`config.mk`:
```
export PLATFORM = sky130hd
export DESIGN_NAME = pressure_mat_fall_and_exit_detector
export DESIGN_NICKNAME = d
export VERILOG_FILES = /design/src/rtl/pmfd_pkg.sv /design/src/rtl/pmfd_cfg.sv /design/src/rtl/pmfd_core.sv /design/src/rtl/pressure_mat_fall_and_exit_detector.sv
export SDC_FILE = /design/constraint.sdc
export NUM_CORES = 1
export LEC_CHECK = 0
export BUFFER_PORTS_ARGS = -buffer_cell sky130_fd_sc_hd__buf_2
export CAP_MARGIN = 30
export CORE_MARGIN = 5
export CORE_UTILIZATION = 40
export CTS_CLUSTER_SIZE = 14
export DETAILED_ROUTE_END_ITERATION = 16
export GPL_ROUTABILITY_DRIVEN = 0
export SLEW_MARGIN = 20
export SYNTH_ARGS = -nofsm -noshare
export SYNTH_HDL_FRONTEND = slang
export SYNTH_SLANG_ARGS = --single-unit
```
`constraint.sdc`:
```
create_clock -name clk -period 8 [get_ports clk]
set_input_delay 1.6 -clock clk [delete_from_list [all_inputs] [get_ports clk]]
set_output_delay 1.6 -clock clk [all_outputs]
set_load 0.05 [all_outputs]
```
`src/rtl/pmfd_pkg.sv`:
```
// Shared types and constants for the pressure mat fall and bed-exit detector.
// Holds item mode codes, register indexes, register widths and reset values.
// No dependencies.
package pmfd_pkg;

	localparam int SAMPLE_BITS_DEF = 12;
	localparam int TIME_BITS_DEF   = 32;

	localparam int LEVEL_W    = 12;
	localparam int CONFIRM_W  = 16;
	localparam int COOLDOWN_W = 24;
	localparam int CFG_IDX_W  = 3;
	localparam int CFG_DATA_W = 24;

	localparam int ARM_MS = 200;

	localparam logic [LEVEL_W-1:0]    BASELINE_RST     = 12'd0;
	localparam logic [LEVEL_W-1:0]    CLEAR_MARGIN_RST = 12'd35;
	localparam logic [LEVEL_W-1:0]    FALL_STEP_RST    = 12'd800;
	localparam logic [LEVEL_W-1:0]    FALL_SLOPE_RST   = 12'd90;
	localparam logic [LEVEL_W-1:0]    EXIT_STEP_RST    = 12'd220;
	localparam logic [LEVEL_W-1:0]    EXIT_SLOPE_RST   = 12'd70;
	localparam logic [CONFIRM_W-1:0]  FALL_CONFIRM_RST = 16'd250;
	localparam logic [COOLDOWN_W-1:0] COOLDOWN_RST     = 24'd60000;

	typedef enum logic [1:0] {
		MODE_SAMPLE     = 2'd0,
		MODE_CLEAR_FALL = 2'd1,
		MODE_RESET      = 2'd2,
		MODE_ENABLE     = 2'd3
	} mode_t;

	typedef enum logic [CFG_IDX_W-1:0] {
		REG_BASELINE     = 3'd0,
		REG_CLEAR_MARGIN = 3'd1,
		REG_FALL_STEP    = 3'd2,
		REG_FALL_SLOPE   = 3'd3,
		REG_EXIT_STEP    = 3'd4,
		REG_EXIT_SLOPE   = 3'd5,
		REG_FALL_CONFIRM = 3'd6,
		REG_COOLDOWN     = 3'd7
	} reg_idx_t;

	typedef struct packed {
		logic [LEVEL_W-1:0]    baseline;
		logic [LEVEL_W-1:0]    clear_margin;
		logic [LEVEL_W-1:0]    fall_step;
		logic [LEVEL_W-1:0]    fall_slope;
		logic [LEVEL_W-1:0]    exit_step;
		logic [LEVEL_W-1:0]    exit_slope;
		logic [CONFIRM_W-1:0]  fall_hold_ms;
		logic [COOLDOWN_W-1:0] exit_cooldown_ms;
	} cfg_regs_t;

endpackage

```
`src/rtl/pmfd_cfg.sv`:
```
// Configuration register file for the detector thresholds and timers.
// Depends on pmfd_pkg for register indexes, widths and reset values.
module pmfd_cfg (
	input  logic                            clk,
	input  logic                            arst_n,
	input  logic                            cfg_valid,
	output logic                            cfg_ready,
	input  logic [pmfd_pkg::CFG_IDX_W-1:0]  cfg_index,
	input  logic [pmfd_pkg::CFG_DATA_W-1:0] cfg_data,
	output pmfd_pkg::cfg_regs_t             regs
);
	import pmfd_pkg::*;

	cfg_regs_t regs_q;

	assign cfg_ready = 1'b1;
	assign regs      = regs_q;

	always_ff @(posedge clk or negedge arst_n) begin
		if (!arst_n) begin
			regs_q.baseline         <= BASELINE_RST;
			regs_q.clear_margin     <= CLEAR_MARGIN_RST;
			regs_q.fall_step        <= FALL_STEP_RST;
			regs_q.fall_slope       <= FALL_SLOPE_RST;
			regs_q.exit_step        <= EXIT_STEP_RST;
			regs_q.exit_slope       <= EXIT_SLOPE_RST;
			regs_q.fall_hold_ms     <= FALL_CONFIRM_RST;
			regs_q.exit_cooldown_ms <= COOLDOWN_RST;
		end else if (cfg_valid && cfg_ready) begin
			case (reg_idx_t'(cfg_index))
				REG_BASELINE:     regs_q.baseline         <= cfg_data[LEVEL_W-1:0];
				REG_CLEAR_MARGIN: regs_q.clear_margin     <= cfg_data[LEVEL_W-1:0];
				REG_FALL_STEP:    regs_q.fall_step        <= cfg_data[LEVEL_W-1:0];
				REG_FALL_SLOPE:   regs_q.fall_slope       <= cfg_data[LEVEL_W-1:0];
				REG_EXIT_STEP:    regs_q.exit_step        <= cfg_data[LEVEL_W-1:0];
				REG_EXIT_SLOPE:   regs_q.exit_slope       <= cfg_data[LEVEL_W-1:0];
				REG_FALL_CONFIRM: regs_q.fall_hold_ms     <= cfg_data[CONFIRM_W-1:0];
				REG_COOLDOWN:     regs_q.exit_cooldown_ms <= cfg_data[COOLDOWN_W-1:0];
				default: ;
			endcase
		end
	end

endmodule

```
`src/rtl/pmfd_core.sv`:
```
// Detector state and single-pass item evaluation: slope, clear-mat timer,
// fall confirmation and bed-exit arming with cooldown. Depends on pmfd_pkg.
module pmfd_core #(
	parameter int SAMPLE_BITS = pmfd_pkg::SAMPLE_BITS_DEF,
	parameter int TIME_BITS   = pmfd_pkg::TIME_BITS_DEF
) (
	input  logic                   clk,
	input  logic                   arst_n,
	input  logic                   step,
	input  logic [1:0]             mode,
	input  logic [SAMPLE_BITS-1:0] sample,
	input  logic [TIME_BITS-1:0]   now_ms,
	input  logic                   enable,
	input  pmfd_pkg::cfg_regs_t    regs,
	output logic                   mat_clear,
	output logic                   bed_exit,
	output logic                   fall,
	output logic [SAMPLE_BITS:0]   slope,
	output logic                   fall_pending
);
	import pmfd_pkg::*;

	localparam int CMP_W = (SAMPLE_BITS > LEVEL_W ? SAMPLE_BITS : LEVEL_W) + 1;
	localparam int SL_W  = SAMPLE_BITS + 1;

	logic [SAMPLE_BITS-1:0] last_sample_q, last_sample_d;
	logic signed [SL_W-1:0] last_slope_q, last_slope_d;
	logic                   last_clear_q, last_clear_d;
	logic [TIME_BITS-1:0]   clear_start_q, clear_start_d;
	logic                   clear_valid_q, clear_valid_d;
	logic                   armed_q, armed_d;
	logic [TIME_BITS-1:0]   cooldown_q, cooldown_d;
	logic                   fall_wait_q, fall_wait_d;
	logic [TIME_BITS-1:0]   fall_start_q, fall_start_d;
	logic                   fall_flag_q, fall_flag_d;
	logic                   enabled_q, enabled_d;
	logic                   evt;

	logic signed [SL_W-1:0]  slope_n;
	logic signed [CMP_W:0]   slope_x, fall_slope_x, exit_slope_x;
	logic [CMP_W-1:0]        raw_x, clear_lvl, fall_lvl, exit_lvl;
	logic                    clr, high, fall_lvl_hit, exit_lvl_hit;
	logic [TIME_BITS-1:0]    cs_eff, clear_el, fall_el, cd_el, cd_next;
	logic [TIME_BITS+23:0]   cd_sum;
	logic [TIME_BITS+15:0]   fall_el_x, confirm_x;
	logic                    armed_mid, fw_mid, ff_mid;

	always_comb begin
		slope_n      = $signed({1'b0, sample}) - $signed({1'b0, last_sample_q});
		slope_x      = (CMP_W+1)'(slope_n);
		fall_slope_x = $signed({1'b0, CMP_W'(regs.fall_slope)});
		exit_slope_x = $signed({1'b0, CMP_W'(regs.exit_slope)});
		raw_x        = CMP_W'(sample);
		clear_lvl    = CMP_W'(regs.baseline) + CMP_W'(regs.clear_margin);
		fall_lvl     = CMP_W'(regs.baseline) + CMP_W'(regs.fall_step);
		exit_lvl     = CMP_W'(regs.baseline) + CMP_W'(regs.exit_step);
		clr          = raw_x <= clear_lvl;
		fall_lvl_hit = raw_x >= fall_lvl;
		exit_lvl_hit = raw_x >= exit_lvl;
		high         = !clr && fall_lvl_hit;
		cs_eff       = clear_valid_q ? clear_start_q : now_ms;
		clear_el     = now_ms - cs_eff;
		fall_el      = now_ms - fall_start_q;
		fall_el_x    = {16'd0, fall_el};
		confirm_x    = {TIME_BITS'(0), regs.fall_hold_ms};
		cd_el        = now_ms - cooldown_q;
		cd_sum       = {24'd0, now_ms} + {TIME_BITS'(0), regs.exit_cooldown_ms};
		cd_next      = cd_sum[TIME_BITS-1:0];
	end

	always_comb begin
		last_sample_d = last_sample_q;
		last_slope_d  = last_slope_q;
		last_clear_d  = last_clear_q;
		clear_start_d = clear_start_q;
		clear_valid_d = clear_valid_q;
		armed_d       = armed_q;
		cooldown_d    = cooldown_q;
		fall_wait_d   = fall_wait_q;
		fall_start_d  = fall_start_q;
		fall_flag_d   = fall_flag_q;
		enabled_d     = enabled_q;
		evt           = 1'b0;
		armed_mid     = armed_q;
		fw_mid        = fall_wait_q;
		ff_mid        = fall_flag_q;
		case (mode_t'(mode))
			MODE_SAMPLE: begin
				last_slope_d  = slope_n;
				last_sample_d = sample;
				last_clear_d  = clr;
				if (clr) begin
					clear_start_d = cs_eff;
					clear_valid_d = 1'b1;
					if (clear_el >= TIME_BITS'(ARM_MS))
						armed_mid = 1'b1;
				end else begin
					clear_start_d = '0;
					clear_valid_d = 1'b0;
				end
				if (!fall_wait_q) begin
					if (high && slope_x >= fall_slope_x) begin
						fw_mid       = 1'b1;
						fall_start_d = now_ms;
					end
				end else if (high) begin
					if (fall_el_x >= confirm_x) begin
						ff_mid       = 1'b1;
						fw_mid       = 1'b0;
						fall_start_d = '0;
					end
				end else begin
					fw_mid       = 1'b0;
					fall_start_d = '0;
				end
				if (!ff_mid && enabled_q && armed_mid && !cd_el[TIME_BITS-1] && !clr &&
						exit_lvl_hit && slope_x >= exit_slope_x && !fall_lvl_hit) begin
					evt        = 1'b1;
					armed_mid  = 1'b0;
					cooldown_d = cd_next;
				end
				armed_d     = armed_mid;
				fall_wait_d = fw_mid;
				fall_flag_d = ff_mid;
			end
			MODE_CLEAR_FALL: begin
				fall_flag_d = 1'b0;
			end
			MODE_RESET: begin
				fall_flag_d   = 1'b0;
				armed_d       = 1'b0;
				cooldown_d    = '0;
				fall_wait_d   = 1'b0;
				fall_start_d  = '0;
				clear_start_d = '0;
				clear_valid_d = 1'b0;
				last_slope_d  = '0;
			end
			MODE_ENABLE: begin
				enabled_d = enable;
				if (!enable) begin
					armed_d       = 1'b0;
					clear_start_d = '0;
					clear_valid_d = 1'b0;
				end
			end
			default: ;
		endcase
	end

	always_ff @(posedge clk or negedge arst_n) begin
		if (!arst_n) begin
			last_sample_q <= '0;
			last_slope_q  <= '0;
			last_clear_q  <= 1'b1;
			clear_start_q <= '0;
			clear_valid_q <= 1'b0;
			armed_q       <= 1'b0;
			cooldown_q    <= '0;
			fall_wait_q   <= 1'b0;
			fall_start_q  <= '0;
			fall_flag_q   <= 1'b0;
			enabled_q     <= 1'b0;
		end else if (step) begin
			last_sample_q <= last_sample_d;
			last_slope_q  <= last_slope_d;
			last_clear_q  <= last_clear_d;
			clear_start_q <= clear_start_d;
			clear_valid_q <= clear_valid_d;
			armed_q       <= armed_d;
			cooldown_q    <= cooldown_d;
			fall_wait_q   <= fall_wait_d;
			fall_start_q  <= fall_start_d;
			fall_flag_q   <= fall_flag_d;
			enabled_q     <= enabled_d;
		end
	end

	assign mat_clear    = last_clear_d;
	assign bed_exit     = evt;
	assign fall         = fall_flag_d;
	assign slope        = last_slope_d;
	assign fall_pending = fall_wait_d;

endmodule

```
`src/rtl/pressure_mat_fall_and_exit_detector.sv`:
```
// Pressure mat fall and bed-exit detector, top level.
// Uses pmfd_pkg, pmfd_cfg and pmfd_core.
//
// Input words arrive on s_tvalid/s_tready; s_tuser holds the item mode
// (sample, clear fall flag, runtime reset, set enable). Every input word
// yields exactly one status word on m_tvalid/m_tready.
// The configuration channel writes one threshold or timer register per
// handshake; it is always ready and should be used only while the block
// is idle.
// Each accepted word passes through the input register and then the result
// register. Throughput: one word per cycle while the receiver is ready; the
// detector state is evaluated and updated in a single pass between the two
// registers.
// When the receiver stalls the result register holds its word and the input
// register keeps accepting until it is also full, then s_tready drops.
// Reset clears both stages and restores all registers and detector state.
module pressure_mat_fall_and_exit_detector #(
	parameter int SAMPLE_BITS = pmfd_pkg::SAMPLE_BITS_DEF,
	parameter int TIME_BITS   = pmfd_pkg::TIME_BITS_DEF,
	localparam int IN_W  = ((SAMPLE_BITS + TIME_BITS + 1 + 7) / 8) * 8,
	localparam int OUT_W = ((SAMPLE_BITS + 1 + 4 + 7) / 8) * 8
) (
	input  logic                            clk,
	input  logic                            arst_n,
	input  logic                            s_tvalid,
	output logic                            s_tready,
	input  logic [IN_W-1:0]                 s_tdata,   // sample, now_ms, enable
	input  logic [1:0]                      s_tuser,   // mode
	output logic                            m_tvalid,
	input  logic                            m_tready,
	output logic [OUT_W-1:0]                m_tdata,   // mat_clear, bed_exit, fall,
	                                                   // slope, fall_pending
	input  logic                            cfg_valid,
	output logic                            cfg_ready,
	input  logic [pmfd_pkg::CFG_IDX_W-1:0]  cfg_index,
	input  logic [pmfd_pkg::CFG_DATA_W-1:0] cfg_data
);
	import pmfd_pkg::*;

	localparam int RES_W = SAMPLE_BITS + 5;

	cfg_regs_t              regs;
	logic                   valid_s1;
	logic [1:0]             mode_s1;
	logic [SAMPLE_BITS-1:0] sample_s1;
	logic [TIME_BITS-1:0]   now_s1;
	logic                   enable_s1;
	logic                   advance;
	logic                   mat_clear, bed_exit, fall, fall_pending;
	logic [SAMPLE_BITS:0]   slope;
	logic                   valid_s2;
	logic [RES_W-1:0]       res_s2;

	pmfd_cfg u_cfg (
		.clk       (clk),
		.arst_n    (arst_n),
		.cfg_valid (cfg_valid),
		.cfg_ready (cfg_ready),
		.cfg_index (cfg_index),
		.cfg_data  (cfg_data),
		.regs      (regs)
	);

	assign advance  = valid_s1 && (!valid_s2 || m_tready);
	assign s_tready = !valid_s1 || advance;

	always_ff @(posedge clk or negedge arst_n) begin
		if (!arst_n)
			valid_s1 <= 1'b0;
		else if (s_tready)
			valid_s1 <= s_tvalid;
	end

	always_ff @(posedge clk) begin
		if (s_tvalid && s_tready) begin
			mode_s1   <= s_tuser;
			sample_s1 <= s_tdata[SAMPLE_BITS-1:0];
			now_s1    <= s_tdata[SAMPLE_BITS+TIME_BITS-1:SAMPLE_BITS];
			enable_s1 <= s_tdata[SAMPLE_BITS+TIME_BITS];
		end
	end

	pmfd_core #(
		.SAMPLE_BITS (SAMPLE_BITS),
		.TIME_BITS   (TIME_BITS)
	) u_core (
		.clk          (clk),
		.arst_n       (arst_n),
		.step         (advance),
		.mode         (mode_s1),
		.sample       (sample_s1),
		.now_ms       (now_s1),
		.enable       (enable_s1),
		.regs         (regs),
		.mat_clear    (mat_clear),
		.bed_exit     (bed_exit),
		.fall         (fall),
		.slope        (slope),
		.fall_pending (fall_pending)
	);

	always_ff @(posedge clk or negedge arst_n) begin
		if (!arst_n)
			valid_s2 <= 1'b0;
		else if (advance)
			valid_s2 <= 1'b1;
		else if (m_tready)
			valid_s2 <= 1'b0;
	end

	always_ff @(posedge clk) begin
		if (advance)
			res_s2 <= {fall_pending, slope, fall, bed_exit, mat_clear};
	end

	assign m_tvalid = valid_s2;
	assign m_tdata  = OUT_W'(res_s2);

	a_ready_when_out_empty: assert property (@(posedge clk) disable iff (!arst_n)
		!valid_s2 |-> s_tready)
		else $error("input stalled with empty result register");

	a_accept_fills_s1: assert property (@(posedge clk) disable iff (!arst_n)
		(s_tvalid && s_tready) |=> valid_s1)
		else $error("accepted word lost from input register");

	a_advance_fills_s2: assert property (@(posedge clk) disable iff (!arst_n)
		advance |=> valid_s2)
		else $error("evaluated word lost from result register");

	a_exit_not_with_fall: assert property (@(posedge clk) disable iff (!arst_n)
		valid_s2 |-> !(res_s2[1] && res_s2[2]))
		else $error("bed-exit raised while fall flag set");

	a_exit_not_clear: assert property (@(posedge clk) disable iff (!arst_n)
		(valid_s2 && res_s2[1]) |-> !res_s2[0])
		else $error("bed-exit raised on a clear mat");

endmodule
```
==> reports/metrics.cfg, run 1 <==
[pwr]
p_int_mw = 4.389
p_comb_share_pct = 48.3
power.density_mw_per_mm2 = 305.1
p_seq_share_pct = 29.2
clkPwrFrac_pct = 22.6
ir_drop_uv = 186.1
p_leak_nw = 10.73
swShare_pct = 40.55
p_sw_mw = 2.994

[routing]
wire_per_inst_um = 19.17
drtAntennaViolNets = 0
via_count = 16905
avgViaCountPerCell = 5.650
wirelength_mm = 57.36
drt_iter0_drc = 951
drc_errors = 0
firstDrtPassIters = 5

[worst_setup_path]
critPathCaptureType = flip-flop
crit_slowest_cell = nor4_4
cp_slowest_stage_delay_ns = 0.83
worstReg2RegStart = u_cfg.regs[101]
r2r_end = u_core.fall_start_q[16]
worstPathRequired_ns = 8.47
start_kind = flip-flop
r2r_setup_slack_ns = 2.23
worstSetupPathType = reg -> reg
arrival_ns = 6.24
cp_max_fo = 18
path_cells = ha_1, a21o_1, a21oi_1, o21bai_1, a21oi_1, o21bai_1, a21oi_1, nor2_1, o21a_1, o41a_1, xnor2_1, ha_1, nand3_1, a211o_1, a2111oi_4, and2_4, nand2_2, nor4_4, buf_4, a22oi_1, o31ai_4
cp_common_cell = a21oi_1
r2r_cells = 21

[flow_run]
cap_viol_max_count = 0

[layout]
diodes = 0
area_growth_pct = 11.37
layout_common_cells = ha_1, dfrtp_1, nand2_1
fin_cells = 2992
stdcell_area_mm2 = 0.02420
drive_gt1_share_pct = 16.72
layout_commonest_cell = ha_1
nets = 2595

[synth]
syn_avg_cell_area_um2 = 9.999
async_flop_share_pct = 79.02
syn_inst = 2173
synth-edff-count = 64
ys_ff_latch = 305
ys_seq_area_share_pct = 36.78
ys.flop_type = dfrtp_1
yosysWarnings = 0
syn_area_mm2 = 0.02173
ys_types = 101

[timing]
layout_min_cycle_time_ns = 5.769
timing.final.ws_setup_ns = 2.231
finalSetupViolCount = 0
max_freq_ghz = 0.1733
hold_viol = 0
rsz0062_at_grt = false
finalCritPeriodShare_pct = 72.11
fin_skew_ns = 0.03440
tns_ns = 0
drv_slew = 0
worstMarginPinSlew_ns = 0.9767
slew_headroom_pct = 34.88

[place]
placed_area_mm2 = 0.02299
placed_cells = 2922
port-buffer-count = 97
pre_cts_ws_ns = 2.231
dp_hpwl_mm = 42.62

[floorplanning]
die_w_um = 243.1
rows = 85
initial_core_util_pct = 40.38
coreArea_mm2 = 0.05381
dieArea_mm2 = 0.05908
die_h_um = 243.1
ioPinCount = 109

[clock_tree]
clock-sinks = 305
cts.htree.levels = 2
cts_hold_buf = 0
clk_pin_slew_worst_paths_ns = 0.06
cts_buffer_depth = 3
post_cts_buffers = 0
root_buffer = clkbuf_16
clkLatencyLatePin_ns = 0.58
cts_tree = done
numCtsBuffers = 38
ctsResizeCount = 0

[global_route]
grt_start_max_net_pins = 126
grt_use_total_pct = 19.07
antenna_found_initial = 0
grt_pass1_wl_mm = 92.47
grt_pass1_vias = 17198
overflow = 0

[hold_path]
hold_path_class = reg -> reg
hp-start = u_core.last_clear_q
whs_path_depth = 2
hold-path-endpoint = u_core.last_clear_q

[outcome]
status = finished, final reports clean

==> stage by stage <==
stage / total power, mW / util (%) / hold WS (ns)
after floorplan: 4.877 / - / 0.4393
after global placement: 5.598 / 42.60 / 0.4509
after detailed placement: 5.707 / 42.72 / 0.4518
after CTS: 7.418 / 44.97 / 0.4641
after global routing: 7.969 / 44.97 / 0.5058
final: 7.384 / 44.97 / 0.4646
==> Yosys cell counts (all sizes together) (8+ instances only) <==
| library cell | count | area [µm²] |
|---|---|---|
| ha | 240 | 3003 |
| dfrtp | 209 | 5230 |
| nand2 | 198 | 748.2 |
| inv | 154 | 578.1 |
| o21ai | 137 | 696.9 |
| a21oi | 136 | 703.2 |
| mux2 | 117 | 1318 |
| nor2 | 116 | 437.9 |
| edfxtp | 64 | 1922 |
| xnor2 | 58 | 508.0 |
| a21o | 57 | 427.9 |
| clkbuf | 43 | 162.7 |
| xor2 | 43 | 376.6 |
| a22o | 40 | 350.3 |
| mux2i | 39 | 390.4 |
| a22oi | 37 | 277.8 |
| o31ai | 37 | 663.1 |
| dfstp | 32 | 840.8 |
| nor3 | 32 | 160.2 |
| nand4 | 30 | 193.9 |
| o21a | 29 | 217.7 |
| nand2b | 28 | 175.2 |
| nand3 | 28 | 140.1 |
| buf | 27 | 198.9 |
| a31oi | 19 | 125.1 |
| nor2b | 19 | 126.4 |
| o211ai | 16 | 130.1 |
| o21bai | 16 | 120.1 |
| nor4 | 13 | 93.84 |
| and2 | 11 | 71.32 |
| or3 | 11 | 68.82 |
| and3 | 10 | 62.56 |
| a211o | 9 | 78.83 |
| nor3b | 9 | 67.56 |
| a2111oi | 8 | 90.09 |
==> routing by layer <==
metal / vias to the layer above / track usage [%] / part of all wire (%)
met5: - / 0 / 0
met4: 0 / 6.058 / 3.0
met3: 117 / 2.695 / 3.9
met2: 372 / 32.33 / 47
met1: 8264 / 25.30 / 46
li1: 8152 / - / -
==> power groups by stage <==
stage                     Sequential [mW]  Combinational, mW  Clock, mW
after floorplan                      2.15               2.73          0
after global placement               2.16               3.43          0
after detailed placement             2.18               3.53          0
after CTS                            2.15               3.55       1.71
after global routing                 2.19               4.00       1.78
final                                2.15               3.56       1.67
==> critical path, delay by kind of cell, from the launching register on <==
family                     cells  cell delay [ns]
adders and majority gates      2             0.61
buffers and inverters          1             0.39
and+or+nand+nor                5             1.39
DFF                            1             0.57
AOI/OAI and AO/OA             12             2.55
xor gates and xnor gates       1             0.13
==> registers in the layout, summed over array words and instances (netlist names) <==
register / count
enable_s1: 1
m_tvalid: 1
mode_s1: 2
now_s1: 32
res_s2: 17
sample_s1: 12
u_cfg.regs: 112
u_core.armed_q: 1
u_core.clear_start_q: 32
u_core.clear_valid_q: 1
u_core.cooldown_q: 32
u_core.enabled_q: 1
u_core.fall_flag_q: 1
u_core.fall_start_q: 32
u_core.fall_wait_q: 1
u_core.last_clear_q: 1
u_core.last_sample_q: 12
u_core.last_slope_q: 13
valid_s1: 1
==> cell type report <==
type	instances	area [µm²]
Fill cell	5065	29620
Multi-Input combinational cell	1649	12850
Sequential cell	305	7994
Clock buffer	60	1084
Tap cell	696	870.8
Timing Repair Buffer	117	693.2
Inverter	155	581.8
Clock inverter	10	122.6
==> worst max-delay path by stage <==
stage | from | to | slack [ns] | cells after the start
after floorplan | u_cfg.regs[89] | u_core.fall_start_q[23] | 3.28 | 23
final | u_cfg.regs[101] | u_core.fall_start_q[16] | 2.23 | 21
after CTS | u_cfg.regs[101] | u_core.fall_start_q[16] | 2.20 | 21
after detailed placement | u_cfg.regs[101] | u_core.fall_start_q[16] | 2.23 | 21
after global placement | u_cfg.regs[101] | u_core.fall_start_q[10] | 2.29 | 21
after global routing | u_cfg.regs[101] | u_core.fall_start_q[2] | 1.76 | 21
==> cell families (layout without fill, tap and decap cells) <==
family,after synthesis,count (layout),share of synthesized area [%]
simple gates,529,529,11.69
flops,305,305,36.78
fa+ha+maj,247,247,14.47
other cells,2,8,0.03456
compound gates,608,608,20.75
mux,156,156,7.860
xor+xnor,101,101,4.071
buf+inv,225,342,4.342
(Power assumes the default switching activity.)
==> run 2: changes to the inputs <==
==> constraint.sdc (replaced) <==
create_clock -name clk -period 5 [get_ports clk]
set_input_delay 1 -clock clk [delete_from_list [all_inputs] [get_ports clk]]
set_output_delay 1 -clock clk [all_outputs]
set_load 0.05 [all_outputs]
==> run 2 against run 1 <==
First-iteration DRC count increased by 21%; clock-buffer cell count is 7 lower; setup slack worse by 2.1 ns; core utilization grew 1.2 points; flip-flop and latch count unchanged; die area stayed put; via count increased by 1.7%; highest routed layer is now met5; sequential power increased by 60%; fmax up 18%; largest cell class unchanged; wire length is 5.1% higher; clock skew fell by 0.0040 ns; critical path depth rose by 2.
==> reports/metrics.cfg, run 2 (synthesis gave the netlist of run 1 again) <==
[outcome]
status = finished, final reports clean  ; unchanged

[place]
placed_cells = 2956  ; was 2,922
port-buffer-count = 97  ; unchanged
dp_hpwl_mm = 44.94  ; was 42.62 mm

[worst_setup_path]
arrival_ns = 5.38  ; was 6.24 ns
critPathTopFamily = compound AO/OA/AOI/OAI gates  ; unchanged
worstSetupPathType = reg -> reg  ; unchanged
cp_slowest_stage_delay_ns = 0.40  ; was 0.83 ns
worstReg2RegStart = u_cfg.regs[100]  ; was u_cfg.regs[101]
cp_max_fo = 7  ; was 18
critPathCaptureType = flip-flop  ; unchanged
cp.depth = 23  ; was 21
r2r_cells = 23  ; was 21
worstPathRequired_ns = 5.48  ; was 8.47 ns
crit_slowest_cell = fa_1  ; was nor4_4
path_cells = buf_4, ha_2, fa_1, a21o_1, a21oi_2, o21ai_1, o311a_1, o21ai_0, nand2b_1, xnor2_1, ha_1, a21o_1, a221oi_2, nor2_1, nor2_1, o31ai_1, and4b_2, nand4b_1, nand4b_1, nor2_4, buf_12, clkbuf_16, a22o_1  ; was ha_1, a21o_1, a21oi_1, o21bai_1, a21oi_1, o21bai_1, a21oi_1, nor2_1, o21a_1, o41a_1, xnor2_1, ha_1, nand3_1, a211o_1, a2111oi_4, and2_4, nand2_2, nor4_4, buf_4, a22oi_1, o31ai_4
worst-path-buf-inv = 3  ; was 1
r2r_setup_slack_ns = 0.1  ; was 2.23 ns
start_kind = flip-flop  ; unchanged
r2r_end = u_core.cooldown_q[29]  ; was u_core.fall_start_q[16]

[clock_tree]
clkLatencyLatePin_ns = 0.57  ; was 0.58 ns
clock-sinks = 305  ; unchanged
cts_buffer_depth = 3  ; unchanged
cts_tree = done  ; unchanged
cts.htree.levels = 2  ; unchanged
clk_pin_slew_worst_paths_ns = 0.06  ; about the same
numCtsBuffers = 37  ; was 38
root_buffer = clkbuf_16  ; unchanged

[layout]
fin_cells = 3036  ; was 2,992
area_growth_pct = 14.30  ; was 11.37%
fill_cells = 5085  ; was 5,065
layout_commonest_cell = ha_1  ; unchanged
layout_common_cells = ha_1, dfrtp_1, nand2_1  ; unchanged
final_core_util_pct = 46.15  ; was 44.97%
drive_gt1_share_pct = 19.53  ; was 16.72%
nets = 2640  ; was 2,595
diodes = 0  ; unchanged
largest_reg_flops = 112  ; unchanged

[timing]
max_freq_ghz = 0.2041  ; was 0.1733 GHz
drv_slew = 0  ; unchanged
worstMarginPinSlew_ns = 0.9975  ; was 0.9767 ns
rsz0062_at_grt = true  ; was false
slew_headroom_pct = 33.50  ; was 34.88%
hold_viol = 0  ; unchanged
finalCritPeriodShare_pct = 98.00  ; was 72.11%
layout_min_cycle_time_ns = 4.900  ; was 5.769 ns
finalSetupViolCount = 0  ; unchanged
fin_skew_ns = 0.03041  ; was 0.03440 ns

[routing]
drt_iter0_drc = 1150  ; was 951
drtAntennaViolNets = 0  ; unchanged
drc_errors = 0  ; unchanged
firstDrtPassIters = 5  ; unchanged
wire_per_inst_um = 19.86  ; was 19.17 µm
avgViaCountPerCell = 5.660  ; was 5.650
wirelength_mm = 60.30  ; was 57.36 mm
via_count = 17184  ; was 16,905

[global_route]
antenna_found_initial = 2  ; was 0
overflow = 0  ; unchanged
grt_pass1_wl_mm = 94.40  ; was 92.47 mm
grt_start_max_net_pins = 128  ; was 126
grt_use_total_pct = 19.72  ; was 19.07%
grt_pass1_vias = 17247  ; was 17,198

[pwr]
p_leak_nw = 11.05  ; was 10.73 nW
power_mw = 12.17  ; was 7.384 mW
ir_drop_uv = 259.4  ; was 186.1 µV
power.density_mw_per_mm2 = 489.9  ; was 305.1 mW/mm²

[floorplanning]
ioPinCount = 109  ; unchanged
coreArea_mm2 = 0.05381  ; unchanged
rows = 85  ; unchanged
initial_core_util_pct = 40.38  ; unchanged
dieArea_mm2 = 0.05908  ; unchanged
die_h_um = 243.1  ; unchanged
die_w_um = 243.1  ; unchanged

[flow_run]
cap_viol_max_count = 0  ; unchanged

[hold_path]
hold_path_class = in -> async  ; was reg -> reg

## run 2: changes by cell type in the layout (fill, tap and decap cells not counted), sizes merged
cell	before	now
inv	157	155
clkbuf	60	56
buf	117	160
clkinv	7	12
bufinv	0	3
clkinvlp	1	0
## run 2: metrics by stage
stage               hold slack (ns)  worst slack [ns]  cell area [µm²]  setup TNS, ns
finish                       0.3647           0.09994            24840              0
global route                 0.3969           -0.2068            24840         -9.101
CTS                          0.3670          0.001763            24560              0
detailed placement           0.4499          -0.02261            23300        -0.3857
global placement             0.4509           0.02216            23260              0
floorplan                    0.4393            0.2843            21750              0
## run 2: layer usage
layer | vias up | global-route usage (%) | share of wire (%)
met3 | 141 | 3.036 | 5.4
met2 | 476 | 33.21 | 47
met5 | - | 1.062 | 0.065
li1 | 8244 | - | -
met1 | 8321 | 25.22 | 43
met4 | 2 | 8.361 | 4.9
## run 2: worst max-delay path by stage
stage          slack [ns]                 endpoint       startpoint
2_1_floorplan        0.28  u_core.fall_start_q[23]   u_cfg.regs[89]
3_3_place_gp         0.02    u_core.cooldown_q[20]   u_cfg.regs[89]
3_5_place_dp        -0.02    u_core.cooldown_q[27]   u_cfg.regs[89]
4_1_cts             0.002    u_core.cooldown_q[27]  u_cfg.regs[101]
5_1_grt             -0.21    u_core.cooldown_q[29]  u_cfg.regs[100]
6_report              0.1    u_core.cooldown_q[29]  u_cfg.regs[100]
## run 2: final cells by class
| class | count | area, µm² | area share [%] |
|---|---|---|---|
| Multi-Input combinational cell | 1649 | 12970 | 52.23 |
| Sequential cell | 305 | 7994 | 32.19 |
| Clock buffer | 53 | 1069 | 4.302 |
| Tap cell | 696 | 870.8 | 3.506 |
| Clock inverter | 15 | 178.9 | 0.7204 |
| Inverter | 155 | 581.8 | 2.343 |
| Timing Repair Buffer | 163 | 1170 | 4.711 |
## run 2: where the power goes
group | total, mW | internal (mW) | leakage, nW | switching [mW]
clock network | 2.78 | 1.66 | 0.617 | 1.12
registers | 3.43 | 3.09 | 3.54 | 0.342
logic | 5.95 | 2.56 | 6.89 | 3.40
## run 2: what timing repair did
action,in CTS,in global routing
pin swaps,2,31
hold buffers,0,0
setup endpoints to repair,54,70
resized for setup,3,28
setup buffers,1,7
cloned,0,4
==> run 3: changes to the inputs <==
--- a/config.mk
+++ b/config.mk
@@ -5,10 +5,12 @@
 export SDC_FILE = /design/constraint.sdc
 export NUM_CORES = 1
 export LEC_CHECK = 0
+export ABC_AREA = 1
 export BUFFER_PORTS_ARGS = -buffer_cell sky130_fd_sc_hd__buf_2
 export CAP_MARGIN = 30
 export CORE_MARGIN = 5
 export CORE_UTILIZATION = 40
+export CTS_BUF_LIST = sky130_fd_sc_hd__clkbuf_8 sky130_fd_sc_hd__clkbuf_16
 export CTS_CLUSTER_SIZE = 14
 export DETAILED_ROUTE_END_ITERATION = 16
 export GPL_ROUTABILITY_DRIVEN = 0
==> run 3 against run 2 <==
Non-clock buffer count decreased by 32; clock-buffer cell count decreased by 15; power rose by 9.5%; critical endpoint is now u_core.cooldown_q[18].
==> reports/metrics.cfg, run 3 <==
[outcome]
status = finished, final reports clean  ; unchanged

[worst_setup_path]
critPathTopFamily = simple AND/OR/NAND/NOR gates  ; was compound AO/OA/AOI/OAI gates
start_kind = flip-flop  ; unchanged
worst-path-buf-inv = 3  ; unchanged
cp_max_fo = 33  ; was 7
r2r_cells = 29  ; was 23
cp_common_cell = nand2_1
crit_slowest_cell = dfrtp_1  ; was fa_1
worstSetupPathType = reg -> reg  ; unchanged
r2r_end = u_core.cooldown_q[18]  ; was u_core.cooldown_q[29]
arrival_ns = 5.17  ; was 5.38 ns
worstReg2RegStart = u_cfg.regs[102]  ; was u_cfg.regs[100]
cp_slowest_stage_delay_ns = 0.42  ; was 0.40 ns
worstPathRequired_ns = 5.47  ; was 5.48 ns
critPathCaptureType = flip-flop  ; unchanged
r2r_setup_slack_ns = 0.31  ; was 0.1 ns

[layout]
drive_gt1_share_pct = 7.647  ; was 19.53%
fill_cells = 5823  ; was 5,085
nets = 3520  ; was 2,640
stdcell_area_mm2 = 0.02517  ; was 0.02484 mm²
area_growth_pct = 11.81  ; was 14.30%
layout_common_cells = nand2_1, inv_1, ha_1  ; was ha_1, dfrtp_1, nand2_1
fin_cells = 3974  ; was 3,036
layout_commonest_cell = nand2_1  ; was ha_1
largest_reg_flops = 112  ; unchanged

[pwr]
p_int_mw = 7.385  ; was 7.305 mW
p_sw_mw = 5.933  ; was 4.862 mW
power.density_mw_per_mm2 = 529.0  ; was 489.9 mW/mm²
ir_drop_uv = 232.9  ; was 259.4 µV
clkPwrFrac_pct = 20.2  ; was 22.9%
p_seq_share_pct = 27.4  ; was 28.2%
power_mw = 13.32  ; was 12.17 mW
p_comb_share_pct = 52.3  ; was 48.9%
p_leak_nw = 12.95  ; was 11.05 nW
swShare_pct = 44.55  ; was 39.96%

[synth]
netlist_top_cells_area = dfrtp_1, nand2_1, ha_1  ; was dfrtp_1, ha_1, edfxtp_1
ys_seq_area_share_pct = 35.50  ; was 36.78%
ys_ff_latch = 305  ; unchanged
yosys-top-cells-count = nand2_1, inv_1, ha_1  ; was ha_1, dfrtp_1, nand2_1
syn_area_mm2 = 0.02251  ; was 0.02173 mm²
synth-edff-count = 64  ; unchanged
synth_top_area_share_pct = 23.23  ; was 24.07%
syn_avg_cell_area_um2 = 7.284  ; was 9.999 µm²
syn_inst = 3091  ; was 2,173
yosysWarnings = 0  ; unchanged
ys.flop_type = dfrtp_1  ; unchanged
async_flop_share_pct = 79.02  ; unchanged
synth_most_common_cell = nand2_1  ; was ha_1
yosysTopAreaCell = dfrtp_1  ; unchanged
ys_types = 54  ; was 101

[place]
placed_cells = 3910  ; was 2,956
dp_hpwl_mm = 48.66  ; was 44.94 mm
port-buffer-count = 97  ; unchanged
placed_area_mm2 = 0.02394  ; was 0.02330 mm²

[global_route]
grt_pass1_vias = 18832  ; was 17,247
antenna_found_initial = 1  ; was 2
grt_use_total_pct = 20.57  ; was 19.72%
grt_pass1_wl_mm = 100.3  ; was 94.40 mm
grt_start_max_net_pins = 103  ; was 128
overflow = 0  ; unchanged

[timing]
finalCritPeriodShare_pct = 93.88  ; was 98.00%
worstMarginPinSlew_ns = 0.8765  ; was 0.9975 ns
finalSetupViolCount = 0  ; unchanged
tns_ns = 0  ; unchanged
fin_skew_ns = 0.02312  ; was 0.03041 ns
slew_headroom_pct = 41.43  ; was 33.50%
drv_slew = 0  ; unchanged
hold_viol = 0  ; unchanged
layout_min_cycle_time_ns = 4.694  ; was 4.900 ns
max_freq_ghz = 0.2130  ; was 0.2041 GHz
rsz0062_at_grt = false  ; was true

[hold_path]
hold_path_class = in -> async  ; unchanged

[floorplanning]
initial_core_util_pct = 40.16  ; was 40.38%
dieArea_mm2 = 0.06113  ; was 0.05908 mm²
coreArea_mm2 = 0.05606  ; was 0.05381 mm²
die_w_um = 247.2  ; was 243.1 µm
die_h_um = 247.2  ; was 243.1 µm
rows = 87  ; was 85
ioPinCount = 109  ; unchanged

[routing]
wirelength_mm = 62.97  ; was 60.30 mm
avgViaCountPerCell = 4.957  ; was 5.660
wire_per_inst_um = 15.84  ; was 19.86 µm
drtAntennaViolNets = 0  ; unchanged
drc_errors = 0  ; unchanged
drt_iter0_drc = 1377  ; was 1,150
via_count = 19699  ; was 17,184
firstDrtPassIters = 6  ; was 5

[clock_tree]
numCtsBuffers = 34  ; was 37
clock-sinks = 305  ; unchanged
clk_pin_slew_worst_paths_ns = 0.06  ; about the same
cts_buffer_depth = 3  ; unchanged
cts_tree = done  ; unchanged
root_buffer = clkbuf_16  ; unchanged
clkLatencyLatePin_ns = 0.56  ; was 0.57 ns
post_cts_buffers = 0  ; was 1
cts.htree.levels = 2  ; unchanged

[flow_run]
cap_viol_max_count = 0  ; unchanged

run 3: cell types whose count changed in the layout (fill, tap and decap cells not counted), sizes merged, moves of 96 or more:
cell,before,now
mux2,117,12
inv,155,490
nand2,198,903
nand3,28,177
nor2,116,223
o21ai,137,233
run 3: per-stage QoR:
| step | worst slack [ns] | util (%) | hold WS, ns |
|---|---|---|---|
| finish | 0.3060 | 44.91 | 0.4642 |
| global route | 0.04177 | 44.90 | 0.4873 |
| CTS | 0.3083 | 44.82 | 0.4734 |
| detailed placement | 0.4470 | 42.70 | 0.4581 |
| global placement | 0.4829 | 42.67 | 0.4567 |
| floorplan | 1.261 | - | 0.4419 |
run 3: power groups by stage:
stage	clock network (mW)	logic [mW]	registers [mW]
detailed placement	0	6.93	3.69
global route	2.85	8.08	3.73
finish	2.69	6.97	3.65
CTS	2.75	6.97	3.65
global placement	0	6.86	3.68
floorplan	0	5.25	3.65
run 3: timing repair:
action | CTS | global route
endpoints found under the hold margin | 0 | 0
hold buffers | 0 | 0
endpoints found under the setup margin | 0 | 32
resized for setup | 0 | 2
run 3: worst register-to-register path: cells and delay by family, from the launching register on:
family | cells | cell delay, ns
XOR/XNOR | 1 | 0.18
adder cells (fa/ha/maj) | 2 | 0.62
buffers and inverters | 3 | 0.41
AO/OA/AOI/OAI | 8 | 1.46
AND/OR/NAND/NOR | 15 | 1.51
flip-flops | 1 | 0.42
run 3: cells by family after synthesis:
family	share of synthesized area (%)
flip-flops	35.50
AND/OR/NAND/NOR	25.21
AO/OA/AOI/OAI	12.00
adder cells (fa/ha/maj)	13.96
buffers and inverters	9.659
XOR/XNOR	3.034
multiplexers	0.6002
other	0.03336
run 3: worst max path at each step:
stage,from,to,slack [ns],cells after the start
floorplan,u_cfg.regs[102],u_core.cooldown_q[10],1.26,31
global placement,u_cfg.regs[102],u_core.cooldown_q[18],0.48,29
detailed placement,u_cfg.regs[102],u_core.cooldown_q[19],0.45,29
CTS,u_cfg.regs[102],u_core.cooldown_q[18],0.31,29
global route,u_cfg.regs[102],u_core.cooldown_q[13],0.04,29
finish,u_cfg.regs[102],u_core.cooldown_q[18],0.31,29
run 3: layout make-up:
| class | instances | area (µm²) | share of cell area [%] |
|---|---|---|---|
| antenna | 1 | 2.502 | 0.009940 |
| tap | 756 | 945.9 | 3.757 |
| multi-input combinational | 2234 | 12400 | 49.27 |
| clock buffer | 38 | 928.4 | 3.688 |
| sequential | 305 | 7994 | 31.75 |
| clock inverter | 24 | 264.0 | 1.049 |
| timing repair buffer | 131 | 815.8 | 3.241 |
| inverter | 485 | 1821 | 7.232 |
run 3: per-layer routing:
layer / GRT usage [%] / vias to the layer above / part of all wire (%)
li1: - / 10209 / -
met1: 29.32 / 9040 / 48
met2: 33.26 / 373 / 45
met3: 2.907 / 77 / 5.1
met4: 4.814 / 0 / 2.1
met5: 0 / - / 0
